### config.mk
export PLATFORM = sky130hd
export DESIGN_NAME = antialiased_line_rasterizer
export DESIGN_NICKNAME = d
export VERILOG_FILES = /design/src/hw/rtl/aalr_pkg.sv /design/src/hw/rtl/antialiased_line_rasterizer.sv
export SDC_FILE = /design/constraint.sdc
export NUM_CORES = 1
export LEC_CHECK = 0
export ABC_AREA = 1
export BUFFER_PORTS_ARGS = -buffer_cell sky130_fd_sc_hd__buf_2
export CAP_MARGIN = 20
export CORE_ASPECT_RATIO = 1.5
export CORE_MARGIN = 8
export CORE_UTILIZATION = 65
export CTS_CLUSTER_DIAMETER = 100
export CTS_CLUSTER_SIZE = 30
export DETAILED_ROUTE_END_ITERATION = 10
export PLACE_DENSITY = 0.81
export SYNTH_ARGS = -nofsm -noshare
export SYNTH_HDL_FRONTEND = slang
export SYNTH_SLANG_ARGS = --single-unit
export TNS_END_PERCENT = 100
### constraint.sdc
create_clock -name aclk -period 19.8 [get_ports aclk]
set_clock_uncertainty 0.2 [all_clocks]
set_input_delay 3.96 -clock aclk [delete_from_list [all_inputs] [get_ports aclk]]
set_output_delay 3.96 -clock aclk [all_outputs]
set_load 0.005 [all_outputs]
### src/hw/rtl/aalr_pkg.sv
// Constants, widths and helper functions of the antialiased line rasterizer.
// Holds the gamma table and the screen clipping rule; depends on nothing.
package aalr_pkg;

    localparam int SCREEN_SPAN         = 1024;
    localparam int SLOPE_FRACTION_BITS = 16;

    // Input endpoints: unsigned fixed point with COORD_FRAC fraction bits
    localparam int COORD_W    = 14;
    localparam int COORD_FRAC = 4;
    localparam int PIX_W      = COORD_W + 1 - COORD_FRAC;
    localparam int COV_W      = 8;
    localparam int COLOR_W    = 24;

    localparam int SLOPE_W     = SLOPE_FRACTION_BITS + 2;
    localparam int QUOT_W      = SLOPE_FRACTION_BITS + 1;
    localparam int STEP_W      = $clog2(QUOT_W);
    localparam int MINOR_INT_W = COORD_W - COORD_FRAC + 2;
    localparam int Y_W         = SLOPE_FRACTION_BITS + MINOR_INT_W;
    localparam int ROW_W       = MINOR_INT_W + 1;
    localparam int GAP_W       = COORD_FRAC + 1;
    localparam int OPAC_W      = 9;
    localparam int WPROD_W     = SLOPE_FRACTION_BITS + 1 + GAP_W;

    localparam logic [OPAC_W-1:0] OPAC_FULL = OPAC_W'(256);
    localparam logic signed [SLOPE_W-1:0] SLOPE_ONE = SLOPE_W'(1 << SLOPE_FRACTION_BITS);

    localparam logic KIND_LOAD    = 1'b0;
    localparam logic KIND_ADVANCE = 1'b1;

    // round(255 * (i/32)^(1/2.2)) for i = 0..32
    localparam logic [7:0] GAMMA_PTS [0:32] = '{
        8'd0,   8'd53,  8'd72,  8'd87,  8'd99,  8'd110, 8'd119, 8'd128,
        8'd136, 8'd143, 8'd150, 8'd157, 8'd163, 8'd169, 8'd175, 8'd181,
        8'd186, 8'd191, 8'd196, 8'd201, 8'd206, 8'd211, 8'd215, 8'd219,
        8'd224, 8'd228, 8'd232, 8'd236, 8'd240, 8'd244, 8'd248, 8'd251,
        8'd255
    };

    // Piecewise-linear gamma curve over a Q8 opacity (0..256)
    function automatic logic [COV_W-1:0] gamma_lookup(input logic [OPAC_W-1:0] opac);
        logic [4:0]  idx;
        logic [2:0]  t;
        logic [7:0]  lo;
        logic [7:0]  hi;
        logic [10:0] acc;
        idx = opac[7:3];
        t   = opac[2:0];
        lo  = GAMMA_PTS[idx];
        hi  = GAMMA_PTS[{1'b0, idx} + 6'd1];
        acc = 11'(hi - lo) * 11'(t) + 11'd4;
        if (opac[8]) begin
            return 8'hFF;
        end
        return COV_W'(lo + 8'(acc >> 3));
    endfunction

    // Off-screen coordinates report as the span, which fits in the port width
    function automatic logic [PIX_W-1:0] screen_coord(input logic signed [ROW_W-1:0] v);
        if (v[ROW_W-1] || int'(v) >= SCREEN_SPAN) begin
            return PIX_W'(SCREEN_SPAN);
        end
        return PIX_W'(v);
    endfunction

endpackage

### src/hw/rtl/antialiased_line_rasterizer.sv
// Antialiased line rasterizer (Wu style): line setup, gradient divider and pixel emitter.
// Uses aalr_pkg for widths, the gamma table and screen clipping.
//
// Load item: orient, order, delta, the 17-step shared divider and sign, then four results;
//   the divider is skipped when both endpoints share a major coordinate.
// Advance item: two results. Each item is run to its end before the next is taken.
// Results sit in an output register, so the next item is taken while the last one waits.
// aresetn (synchronous, active low) clears the sequencer, the line-active flag and m_valid.
module antialiased_line_rasterizer (
    input  logic                         aclk,
    input  logic                         aresetn,
    input  logic                         s_valid,
    output logic                         s_ready,
    input  logic                         s_kind,
    input  logic [aalr_pkg::COORD_W-1:0] s_start_x,
    input  logic [aalr_pkg::COORD_W-1:0] s_start_y,
    input  logic [aalr_pkg::COORD_W-1:0] s_end_x,
    input  logic [aalr_pkg::COORD_W-1:0] s_end_y,
    input  logic [aalr_pkg::COLOR_W-1:0] s_line_color,
    output logic                         m_valid,
    input  logic                         m_ready,
    output logic [aalr_pkg::PIX_W-1:0]   m_pixel_x,
    output logic [aalr_pkg::PIX_W-1:0]   m_pixel_y,
    output logic [aalr_pkg::COV_W-1:0]   m_coverage,
    output logic [aalr_pkg::COLOR_W-1:0] m_pixel_color,
    output logic                         m_last,
    output logic                         m_line_done
);

    localparam int F  = aalr_pkg::SLOPE_FRACTION_BITS;
    localparam int CW = aalr_pkg::COORD_W;

    typedef enum logic [8:0] {
        ST_IDLE   = 9'b0_0000_0001,
        ST_ORIENT = 9'b0_0000_0010,
        ST_ORDER  = 9'b0_0000_0100,
        ST_DELTA  = 9'b0_0000_1000,
        ST_DIVIDE = 9'b0_0001_0000,
        ST_SIGN   = 9'b0_0010_0000,
        ST_EP_Y   = 9'b0_0100_0000,
        ST_OPAC   = 9'b0_1000_0000,
        ST_EMIT   = 9'b1_0000_0000
    } state_t;

    // Control registers
    state_t state_reg, state_next;
    logic   active_reg, active_next;
    logic   ep_mode_reg, ep_mode_next;
    logic   ep_sel_reg, ep_sel_next;
    logic   row_hi_reg, row_hi_next;
    logic   m_valid_reg, m_valid_next;
    logic [aalr_pkg::STEP_W-1:0] div_cnt_reg, div_cnt_next;

    // Line and work registers
    logic [CW-1:0] p_x0_reg, p_x0_next;
    logic [CW-1:0] p_y0_reg, p_y0_next;
    logic [CW-1:0] p_x1_reg, p_x1_next;
    logic [CW-1:0] p_y1_reg, p_y1_next;
    logic          steep_reg, steep_next;
    logic [CW-1:0] dx_reg, dx_next;
    logic          dy_neg_reg, dy_neg_next;
    logic [CW-1:0] div_rem_reg, div_rem_next;
    logic [aalr_pkg::QUOT_W-1:0] div_q_reg, div_q_next;
    logic signed [aalr_pkg::SLOPE_W-1:0] slope_reg, slope_next;
    logic signed [aalr_pkg::Y_W-1:0]     intercept_reg, intercept_next;
    logic [aalr_pkg::PIX_W-1:0]          column_reg, column_next;
    logic [aalr_pkg::PIX_W-1:0]          last_column_reg, last_column_next;
    logic [aalr_pkg::COLOR_W-1:0]        held_color_reg, held_color_next;
    logic signed [aalr_pkg::Y_W-1:0]     work_y_reg, work_y_next;
    logic [aalr_pkg::PIX_W-1:0]          work_major_reg, work_major_next;
    logic [aalr_pkg::GAP_W-1:0]          work_gap_reg, work_gap_next;
    logic [aalr_pkg::OPAC_W-1:0]         opac_reg, opac_next;
    logic signed [aalr_pkg::ROW_W-1:0]   row_reg, row_next;

    // Output register
    logic [aalr_pkg::PIX_W-1:0]   m_pixel_x_reg, m_pixel_x_next;
    logic [aalr_pkg::PIX_W-1:0]   m_pixel_y_reg, m_pixel_y_next;
    logic [aalr_pkg::COV_W-1:0]   m_coverage_reg, m_coverage_next;
    logic [aalr_pkg::COLOR_W-1:0] m_pixel_color_reg, m_pixel_color_next;
    logic                         m_last_reg, m_last_next;
    logic                         m_line_done_reg, m_line_done_next;

    // Setup datapath
    logic [CW-1:0] adx, ady, dy_mag;
    logic          steep_w;
    logic [CW:0]   xe_sum0, xe_sum1;
    logic [aalr_pkg::PIX_W:0] first_next_col;

    // Shared divider step
    logic [CW:0] div_trial, div_diff;
    logic        div_ge;

    // Endpoint datapath
    logic [CW-1:0] ep_x, ep_yq;
    logic [CW:0]   ep_sum;
    logic [aalr_pkg::COORD_FRAC-1:0] ep_frac;
    logic signed [aalr_pkg::GAP_W-1:0] ep_d;
    logic [aalr_pkg::GAP_W-1:0] ep_gap;
    logic signed [aalr_pkg::SLOPE_W+aalr_pkg::GAP_W-1:0] ep_prod;
    logic [aalr_pkg::Y_W-1:0] ep_base;
    logic signed [aalr_pkg::Y_W-1:0] ep_y;
    logic signed [aalr_pkg::Y_W-1:0] slope_ext;

    // Pixel datapath
    logic [F-1:0] fp_w;
    logic [F:0]   rf_w, weight_w;
    logic [aalr_pkg::WPROD_W-1:0] wprod_w;
    logic [aalr_pkg::OPAC_W-1:0]  opac_w;
    logic signed [aalr_pkg::ROW_W-1:0] row_w;
    logic [aalr_pkg::PIX_W-1:0] major_c, minor_c;
    logic line_done_w;
    logic out_free;

    assign s_ready       = (state_reg == ST_IDLE);
    assign m_valid       = m_valid_reg;
    assign m_pixel_x     = m_pixel_x_reg;
    assign m_pixel_y     = m_pixel_y_reg;
    assign m_coverage    = m_coverage_reg;
    assign m_pixel_color = m_pixel_color_reg;
    assign m_last        = m_last_reg;
    assign m_line_done   = m_line_done_reg;

    assign adx     = (p_x1_reg >= p_x0_reg) ? p_x1_reg - p_x0_reg : p_x0_reg - p_x1_reg;
    assign ady     = (p_y1_reg >= p_y0_reg) ? p_y1_reg - p_y0_reg : p_y0_reg - p_y1_reg;
    assign steep_w = ady > adx;
    assign dy_mag  = (p_y1_reg < p_y0_reg) ? p_y0_reg - p_y1_reg : p_y1_reg - p_y0_reg;

    assign xe_sum0        = {1'b0, p_x0_reg} + (CW+1)'(8);
    assign xe_sum1        = {1'b0, p_x1_reg} + (CW+1)'(8);
    assign first_next_col = {1'b0, xe_sum0[CW:aalr_pkg::COORD_FRAC]} + (aalr_pkg::PIX_W+1)'(1);

    assign div_trial = {div_rem_reg, div_q_reg[aalr_pkg::QUOT_W-1]};
    assign div_ge    = div_trial >= {1'b0, dx_reg};
    assign div_diff  = div_trial - {1'b0, dx_reg};

    assign ep_x    = ep_sel_reg ? p_x1_reg : p_x0_reg;
    assign ep_yq   = ep_sel_reg ? p_y1_reg : p_y0_reg;
    assign ep_sum  = {1'b0, ep_x} + (CW+1)'(8);
    assign ep_frac = ep_sum[aalr_pkg::COORD_FRAC-1:0];
    // Offset from the endpoint to its column center: 8 - frac, in -7..8
    assign ep_d    = $signed(aalr_pkg::GAP_W'(8) - {1'b0, ep_frac});
    assign ep_gap  = ep_sel_reg ? {1'b0, ep_frac}
                                : aalr_pkg::GAP_W'(16) - {1'b0, ep_frac};
    assign ep_prod = slope_reg * ep_d;
    assign ep_base = {{(aalr_pkg::Y_W-CW-F+aalr_pkg::COORD_FRAC){1'b0}}, ep_yq,
                      {(F-aalr_pkg::COORD_FRAC){1'b0}}};
    assign ep_y    = $signed(ep_base)
                   + $signed(aalr_pkg::Y_W'(ep_prod >>> aalr_pkg::COORD_FRAC));
    assign slope_ext = aalr_pkg::Y_W'(slope_reg);

    assign fp_w     = work_y_reg[F-1:0];
    assign rf_w     = (F+1)'(1 << F) - {1'b0, fp_w};
    assign weight_w = row_hi_reg ? {1'b0, fp_w} : rf_w;
    assign wprod_w  = aalr_pkg::WPROD_W'(weight_w) * aalr_pkg::WPROD_W'(work_gap_reg);
    assign opac_w   = ep_mode_reg ? aalr_pkg::OPAC_W'(wprod_w >> (F - aalr_pkg::COORD_FRAC))
                                  : aalr_pkg::OPAC_W'(weight_w >> (F - 8));
    assign row_w    = $signed(aalr_pkg::ROW_W'(work_y_reg >>> F))
                    + $signed({{(aalr_pkg::ROW_W-1){1'b0}}, row_hi_reg});

    assign major_c = aalr_pkg::screen_coord(
        $signed({{(aalr_pkg::ROW_W-aalr_pkg::PIX_W){1'b0}}, work_major_reg}));
    assign minor_c = aalr_pkg::screen_coord(row_reg);

    assign line_done_w = ep_mode_reg
                       ? ({1'b0, column_reg} >= {1'b0, last_column_reg})
                       : ({1'b0, column_reg} + (aalr_pkg::PIX_W+1)'(1)
                          >= {1'b0, last_column_reg});
    assign out_free = !m_valid_reg || m_ready;

    always_comb begin
        state_next         = state_reg;
        active_next        = active_reg;
        ep_mode_next       = ep_mode_reg;
        ep_sel_next        = ep_sel_reg;
        row_hi_next        = row_hi_reg;
        div_cnt_next       = div_cnt_reg;
        p_x0_next          = p_x0_reg;
        p_y0_next          = p_y0_reg;
        p_x1_next          = p_x1_reg;
        p_y1_next          = p_y1_reg;
        steep_next         = steep_reg;
        dx_next            = dx_reg;
        dy_neg_next        = dy_neg_reg;
        div_rem_next       = div_rem_reg;
        div_q_next         = div_q_reg;
        slope_next         = slope_reg;
        intercept_next     = intercept_reg;
        column_next        = column_reg;
        last_column_next   = last_column_reg;
        held_color_next    = held_color_reg;
        work_y_next        = work_y_reg;
        work_major_next    = work_major_reg;
        work_gap_next      = work_gap_reg;
        opac_next          = opac_reg;
        row_next           = row_reg;
        m_pixel_x_next     = m_pixel_x_reg;
        m_pixel_y_next     = m_pixel_y_reg;
        m_coverage_next    = m_coverage_reg;
        m_pixel_color_next = m_pixel_color_reg;
        m_last_next        = m_last_reg;
        m_line_done_next   = m_line_done_reg;
        m_valid_next       = m_valid_reg && !m_ready;

        case (state_reg)
            ST_IDLE: begin
                if (s_valid) begin
                    if (s_kind == aalr_pkg::KIND_LOAD) begin
                        p_x0_next       = s_start_x;
                        p_y0_next       = s_start_y;
                        p_x1_next       = s_end_x;
                        p_y1_next       = s_end_y;
                        held_color_next = s_line_color;
                        ep_mode_next    = 1'b1;
                        ep_sel_next     = 1'b0;
                        state_next      = ST_ORIENT;
                    end else if (active_reg) begin
                        work_y_next     = intercept_reg;
                        work_major_next = column_reg;
                        ep_mode_next    = 1'b0;
                        row_hi_next     = 1'b0;
                        state_next      = ST_OPAC;
                    end
                end
            end
            ST_ORIENT: begin
                // Steep lines run along y: swap the axes
                steep_next = steep_w;
                if (steep_w) begin
                    p_x0_next = p_y0_reg;
                    p_y0_next = p_x0_reg;
                    p_x1_next = p_y1_reg;
                    p_y1_next = p_x1_reg;
                end
                state_next = ST_ORDER;
            end
            ST_ORDER: begin
                if (p_x0_reg > p_x1_reg) begin
                    p_x0_next = p_x1_reg;
                    p_y0_next = p_y1_reg;
                    p_x1_next = p_x0_reg;
                    p_y1_next = p_y0_reg;
                end
                state_next = ST_DELTA;
            end
            ST_DELTA: begin
                dx_next      = p_x1_reg - p_x0_reg;
                dy_neg_next  = p_y1_reg < p_y0_reg;
                // |dy| <= dx, so the top bits of |dy| << F already sit below the divisor
                div_rem_next = {1'b0, dy_mag[CW-1:1]};
                div_cnt_next = '0;
                if (p_x1_reg == p_x0_reg) begin
                    div_q_next = '0;
                    state_next = ST_SIGN;
                end else begin
                    div_q_next = {dy_mag[0], {F{1'b0}}};
                    state_next = ST_DIVIDE;
                end
            end
            ST_DIVIDE: begin
                div_rem_next = div_ge ? div_diff[CW-1:0] : div_trial[CW-1:0];
                div_q_next   = {div_q_reg[aalr_pkg::QUOT_W-2:0], div_ge};
                div_cnt_next = div_cnt_reg + aalr_pkg::STEP_W'(1);
                if (div_cnt_reg == aalr_pkg::STEP_W'(aalr_pkg::QUOT_W - 1)) begin
                    state_next = ST_SIGN;
                end
            end
            ST_SIGN: begin
                slope_next       = dy_neg_reg ? -$signed({1'b0, div_q_reg})
                                              : $signed({1'b0, div_q_reg});
                column_next      = first_next_col[aalr_pkg::PIX_W-1:0];
                last_column_next = xe_sum1[CW:aalr_pkg::COORD_FRAC];
                active_next      = first_next_col < {1'b0, xe_sum1[CW:aalr_pkg::COORD_FRAC]};
                ep_sel_next      = 1'b0;
                state_next       = ST_EP_Y;
            end
            ST_EP_Y: begin
                work_y_next     = ep_y;
                work_major_next = ep_sum[CW:aalr_pkg::COORD_FRAC];
                work_gap_next   = ep_gap;
                row_hi_next     = 1'b0;
                state_next      = ST_OPAC;
            end
            ST_OPAC: begin
                opac_next = opac_w;
                row_next  = row_w;
                if (ep_mode_reg && !ep_sel_reg && !row_hi_reg) begin
                    intercept_next = work_y_reg + slope_ext;
                end
                state_next = ST_EMIT;
            end
            ST_EMIT: begin
                if (out_free) begin
                    m_valid_next       = 1'b1;
                    m_pixel_x_next     = steep_reg ? minor_c : major_c;
                    m_pixel_y_next     = steep_reg ? major_c : minor_c;
                    m_coverage_next    = aalr_pkg::gamma_lookup(opac_reg);
                    m_pixel_color_next = held_color_reg;
                    m_last_next        = row_hi_reg && (!ep_mode_reg || ep_sel_reg);
                    m_line_done_next   = line_done_w;
                    if (!row_hi_reg) begin
                        row_hi_next = 1'b1;
                        state_next  = ST_OPAC;
                    end else if (ep_mode_reg && !ep_sel_reg) begin
                        ep_sel_next = 1'b1;
                        state_next  = ST_EP_Y;
                    end else begin
                        // Advance to the next column after its pair is out
                        if (!ep_mode_reg) begin
                            column_next    = column_reg + aalr_pkg::PIX_W'(1);
                            intercept_next = intercept_reg + slope_ext;
                            if (line_done_w) begin
                                active_next = 1'b0;
                            end
                        end
                        state_next = ST_IDLE;
                    end
                end
            end
            default: begin
                state_next = ST_IDLE;
            end
        endcase
    end

    always_ff @(posedge aclk) begin
        if (!aresetn) begin
            state_reg   <= ST_IDLE;
            active_reg  <= 1'b0;
            ep_mode_reg <= 1'b0;
            ep_sel_reg  <= 1'b0;
            row_hi_reg  <= 1'b0;
            div_cnt_reg <= '0;
            m_valid_reg <= 1'b0;
        end else begin
            state_reg   <= state_next;
            active_reg  <= active_next;
            ep_mode_reg <= ep_mode_next;
            ep_sel_reg  <= ep_sel_next;
            row_hi_reg  <= row_hi_next;
            div_cnt_reg <= div_cnt_next;
            m_valid_reg <= m_valid_next;
        end
    end

    always_ff @(posedge aclk) begin
        p_x0_reg          <= p_x0_next;
        p_y0_reg          <= p_y0_next;
        p_x1_reg          <= p_x1_next;
        p_y1_reg          <= p_y1_next;
        steep_reg         <= steep_next;
        dx_reg            <= dx_next;
        dy_neg_reg        <= dy_neg_next;
        div_rem_reg       <= div_rem_next;
        div_q_reg         <= div_q_next;
        slope_reg         <= slope_next;
        intercept_reg     <= intercept_next;
        column_reg        <= column_next;
        last_column_reg   <= last_column_next;
        held_color_reg    <= held_color_next;
        work_y_reg        <= work_y_next;
        work_major_reg    <= work_major_next;
        work_gap_reg      <= work_gap_next;
        opac_reg          <= opac_next;
        row_reg           <= row_next;
        m_pixel_x_reg     <= m_pixel_x_next;
        m_pixel_y_reg     <= m_pixel_y_next;
        m_coverage_reg    <= m_coverage_next;
        m_pixel_color_reg <= m_pixel_color_next;
        m_last_reg        <= m_last_next;
        m_line_done_reg   <= m_line_done_next;
    end

    a_div_rem_below_divisor: assert property (@(posedge aclk) disable iff (!aresetn)
        (state_reg == ST_DIVIDE) |-> (div_rem_reg < dx_reg))
        else $error("divider remainder reached the divisor");

    a_active_has_columns: assert property (@(posedge aclk) disable iff (!aresetn)
        (state_reg == ST_IDLE && active_reg) |-> (column_reg < last_column_reg))
        else $error("active line with no interior column left");

    a_slope_bounded: assert property (@(posedge aclk) disable iff (!aresetn)
        (state_reg == ST_EP_Y) |->
            (slope_reg <= aalr_pkg::SLOPE_ONE) && (slope_reg >= -aalr_pkg::SLOPE_ONE))
        else $error("gradient magnitude above one");

    a_opacity_bounded: assert property (@(posedge aclk) disable iff (!aresetn)
        (state_reg == ST_EMIT) |-> (opac_reg <= aalr_pkg::OPAC_FULL))
        else $error("opacity above full coverage");

endmodule

==> key figures <==
Global route
  – Overall overflow remaining after global route: 0
  – First-pass GRT wire length: roughly 120000 um
  – Via count of the first global-routing pass: between 20000 and 30000
  – Pin count of the biggest net entering global routing: 61
  – Antenna violations before repair: 1
  – Aggregate global-route resource usage: between 20 and 30%

Clocking
  – Number of buffers created by CTS: 15
  – Number of hold buffers added after CTS: 0
  – TritonCTS clock tree: yes
  – Count of instances resized after the clock tree is built: 0
  – Maximum root-to-sink buffer count: 3
  – Clock transition time at the flip-flop clock pins of the worst setup and hold paths: around 120 ps
  – Count of H-tree levels built during CTS: 1
  – Root buffer cell: clkbuf_16
  – Post-CTS Setup Repair Bufs: 0
  – Clock sink count: between 300 and 400
  – Clk Latency, worst-skew pair: roughly 550 ps

Detailed routing
  – Total length of routed wires: 77100 um
  – Iteration-0 DRC Markers: about 1700
  – Detail-routed net length per standard cell: about 18 um
  – Post-route ant nets: 0
  – Mean number of vias per cell: approximately 5.8
  – Length of the first detailed-routing pass in iterations: 7
  – DRC Markers: 0
  – Via count: around 25000

Place
  – Placed standard-cell area: between 30000 and 40000 um^2
  – Half-perimeter wire length of the detailed placement result: about 62000 um
  – Port bufs: about 140
  – Gpl congestion: roughly 1.0

Finish
  – Post-route cell area: around 31000 um^2
  – Sequential cell area: around 10000 um^2
  – Post-route core utilization: slightly below 70%
  – Number of nets in the layout: roughly 4200
  – Share of final-layout standard cells stronger than drive strength 1: under 10%
  – P&R area growth vs syn: 5.49%
  – Fill count: between 3000 and 4000
  – Multi-input gate area: approximately 17000 um^2

Run
  – Max cap viols: 0

Critical path
  – Number of buffer and inverter instances along the worst setup path: 6
  – Max stage delay on crit path: 550 ps
  – Required @ worst endpoint: 19900 ps
  – Crit-path slowest cell: fa_1
  – Setup crit start kind: register
  – Startpoint of the most critical setup path: ep_sel_reg
  – Largest delay contributor family on the critical path: adder cells
  – Setup Crit Path Kind: reg -> reg
  – Maximum net fanout on the critical path: 60
  – Signal arrival time at the worst endpoint: ~9000 ps
  – Cell type with the highest occurrence count on the critical path: nand2_1
  – Origin of the critical flop-to-flop path: ep_sel_reg
  – Endpoint class of the critical path: register

Power
  – Relative contribution of the clock network to total power: 7.3%
  – P per Cell Area: ~170 nW/um^2
  – Design Power: around 5.2 mW
  – Cell Int Power: roughly 2.5 mW
  – IR drop worst, VDD: 162 uV
  – Switching part of the total: approximately 52%
  – Sequential fraction of design power: about a fifth
  – Gate power share: about three quarters
  – Leakage power figure: 15.0 nW
  – Total net switching power: about 2.7 mW

STA
  – Setup violators final: 0
  – Slew margin rel.: between 30% and 40%
  – Transition time at the pin with the least slew margin: 935 ps
  – Slew Limit Fails: 0
  – Final period utilization: between 40% and 50%
  – Highest achievable clock rate: about 0.11 GHz
  – Setup TNS Final: 0 ps
  – Hold violation total from the final report: 0
  – Final critical path time including I/O delays and setup: 8940 ps
  – Setup repair after global routing missed its margin: false

Floorplan
  – Placeable Area: 45400 um^2
  – Die footprint: 52900 um^2
  – Die W: around 190 um
  – Number of standard-cell rows in the floorplan: 96
  – Die outline height: between 200 and 300 um
  – Effective utilization at floorplan: between 60% and 70%
  – Count of pins on the block boundary: between 100 and 150

Logic synthesis
  – Leading post-synthesis cells by instance count: 724 x nand2_1, 641 x inv_1, 317 x edfxtp_1
  – Portion of the post-synthesis area used by sequential elements: between 30% and 40%
  – Count of state elements after synthesis: around 340
  – Most common cell in the synthesized netlist: nand2_1
  – Area leader, netlist: edfxtp_1
  – Syn Inst Count: between 3000 and 4000
  – Count of unique library cells instantiated by Yosys: just under 70
  – Post-Synthesis Net Count: ~4100
  – Mapped cell area: around 30000 um^2
  – Synthesis Warnings: 0
  – Synth top area share: roughly a third
  – Main flop type after synthesis: edfxtp_1
  – Post-synthesis async set-or-reset flop share: 0%
  – Per-instance average area after synthesis: 8.16 um^2
  – Number of synthesized flops with an enable pin: 317
  – Ranking of synthesized cells by area: edfxtp_1 32%, ha_1 12%, nand2_1 9.1%

Worst hold path
  – Hold Startpoint: held_color_reg[5]
  – Hold Path Class: reg -> reg

Run status
  – Status: completed
## cell type report
class / count / share of cell area (%)
inverter: 659 / 7.89
antenna: 1 / 0.00799
tap: 588 / 2.35
clock buffer: 23 / 1.33
timing repair buffer: 158 / 2.68
clock inverter: 3 / 0.108
multi-input combinational: 2545 / 54.0
sequential: 336 / 31.6
## power by group through the flow
stage | Clock, mW | Sequential [mW] | Combinational, mW
floorplan | 0 | 0.982 | 3.00
global placement | 0 | 0.998 | 3.70
detailed placement | 0 | 1.00 | 3.80
CTS | 0.387 | 0.985 | 3.83
global route | 0.405 | 0.995 | 4.37
finish | 0.382 | 0.987 | 3.85
## layer usage
metal / up-vias / global-route usage [%] / routed length, um
met5: - / 0 / 0
met4: 0 / 14.7 / 4250
met3: 239 / 2.94 / 4420
met2: 857 / 52.9 / 39700
met1: 11600 / 32.5 / 28700
li1: 12100 / - / -
## path summary, 6_finish.rpt
path                            depth (start not counted)               end  slack, ps
worst max-delay path                                   37    work_y_reg[24]      10860
worst min-delay path                                    0  m_pixel_color[5]        230
worst max register to register                         37    work_y_reg[24]      10860
worst min register to register                          0  m_pixel_color[5]        230
## cells in the final DEF, fill, tap and decap left out, types with 29 or more instances in the layout
cell      count
nor3_1       46
xnor2_1      56
nand4_1      29
a21oi_1     217
buf_2       142
nand2_1     723
nand3_1     121
fa_1        116
edfxtp_1    317
o21ai_1      33
ha_1        276
inv_1       641
nor2_1      305
o21ai_0     214
xor2_1      147
o221ai_1     58
## cells by family after synthesis
family,after synthesis,synth area share [%]
mux,3,0.101
flops,336,33.3
simple gates,1301,18.6
xor+xnor,203,5.99
buf+inv,760,9.81
compound gates,646,12.8
fa+ha+maj,392,19.4
## per-stage QoR
stage | instances | hold WS, ps | setup WS [ps]
finish | 4313 | 228 | 10860
global placement | 4285 | 200 | 11080
detailed placement | 4285 | 205 | 10890
CTS | 4311 | 231 | 10890
floorplan | 3641 | 200 | 9410
global route | 4313 | 238 | 10210
(Power assumes the default switching activity.)
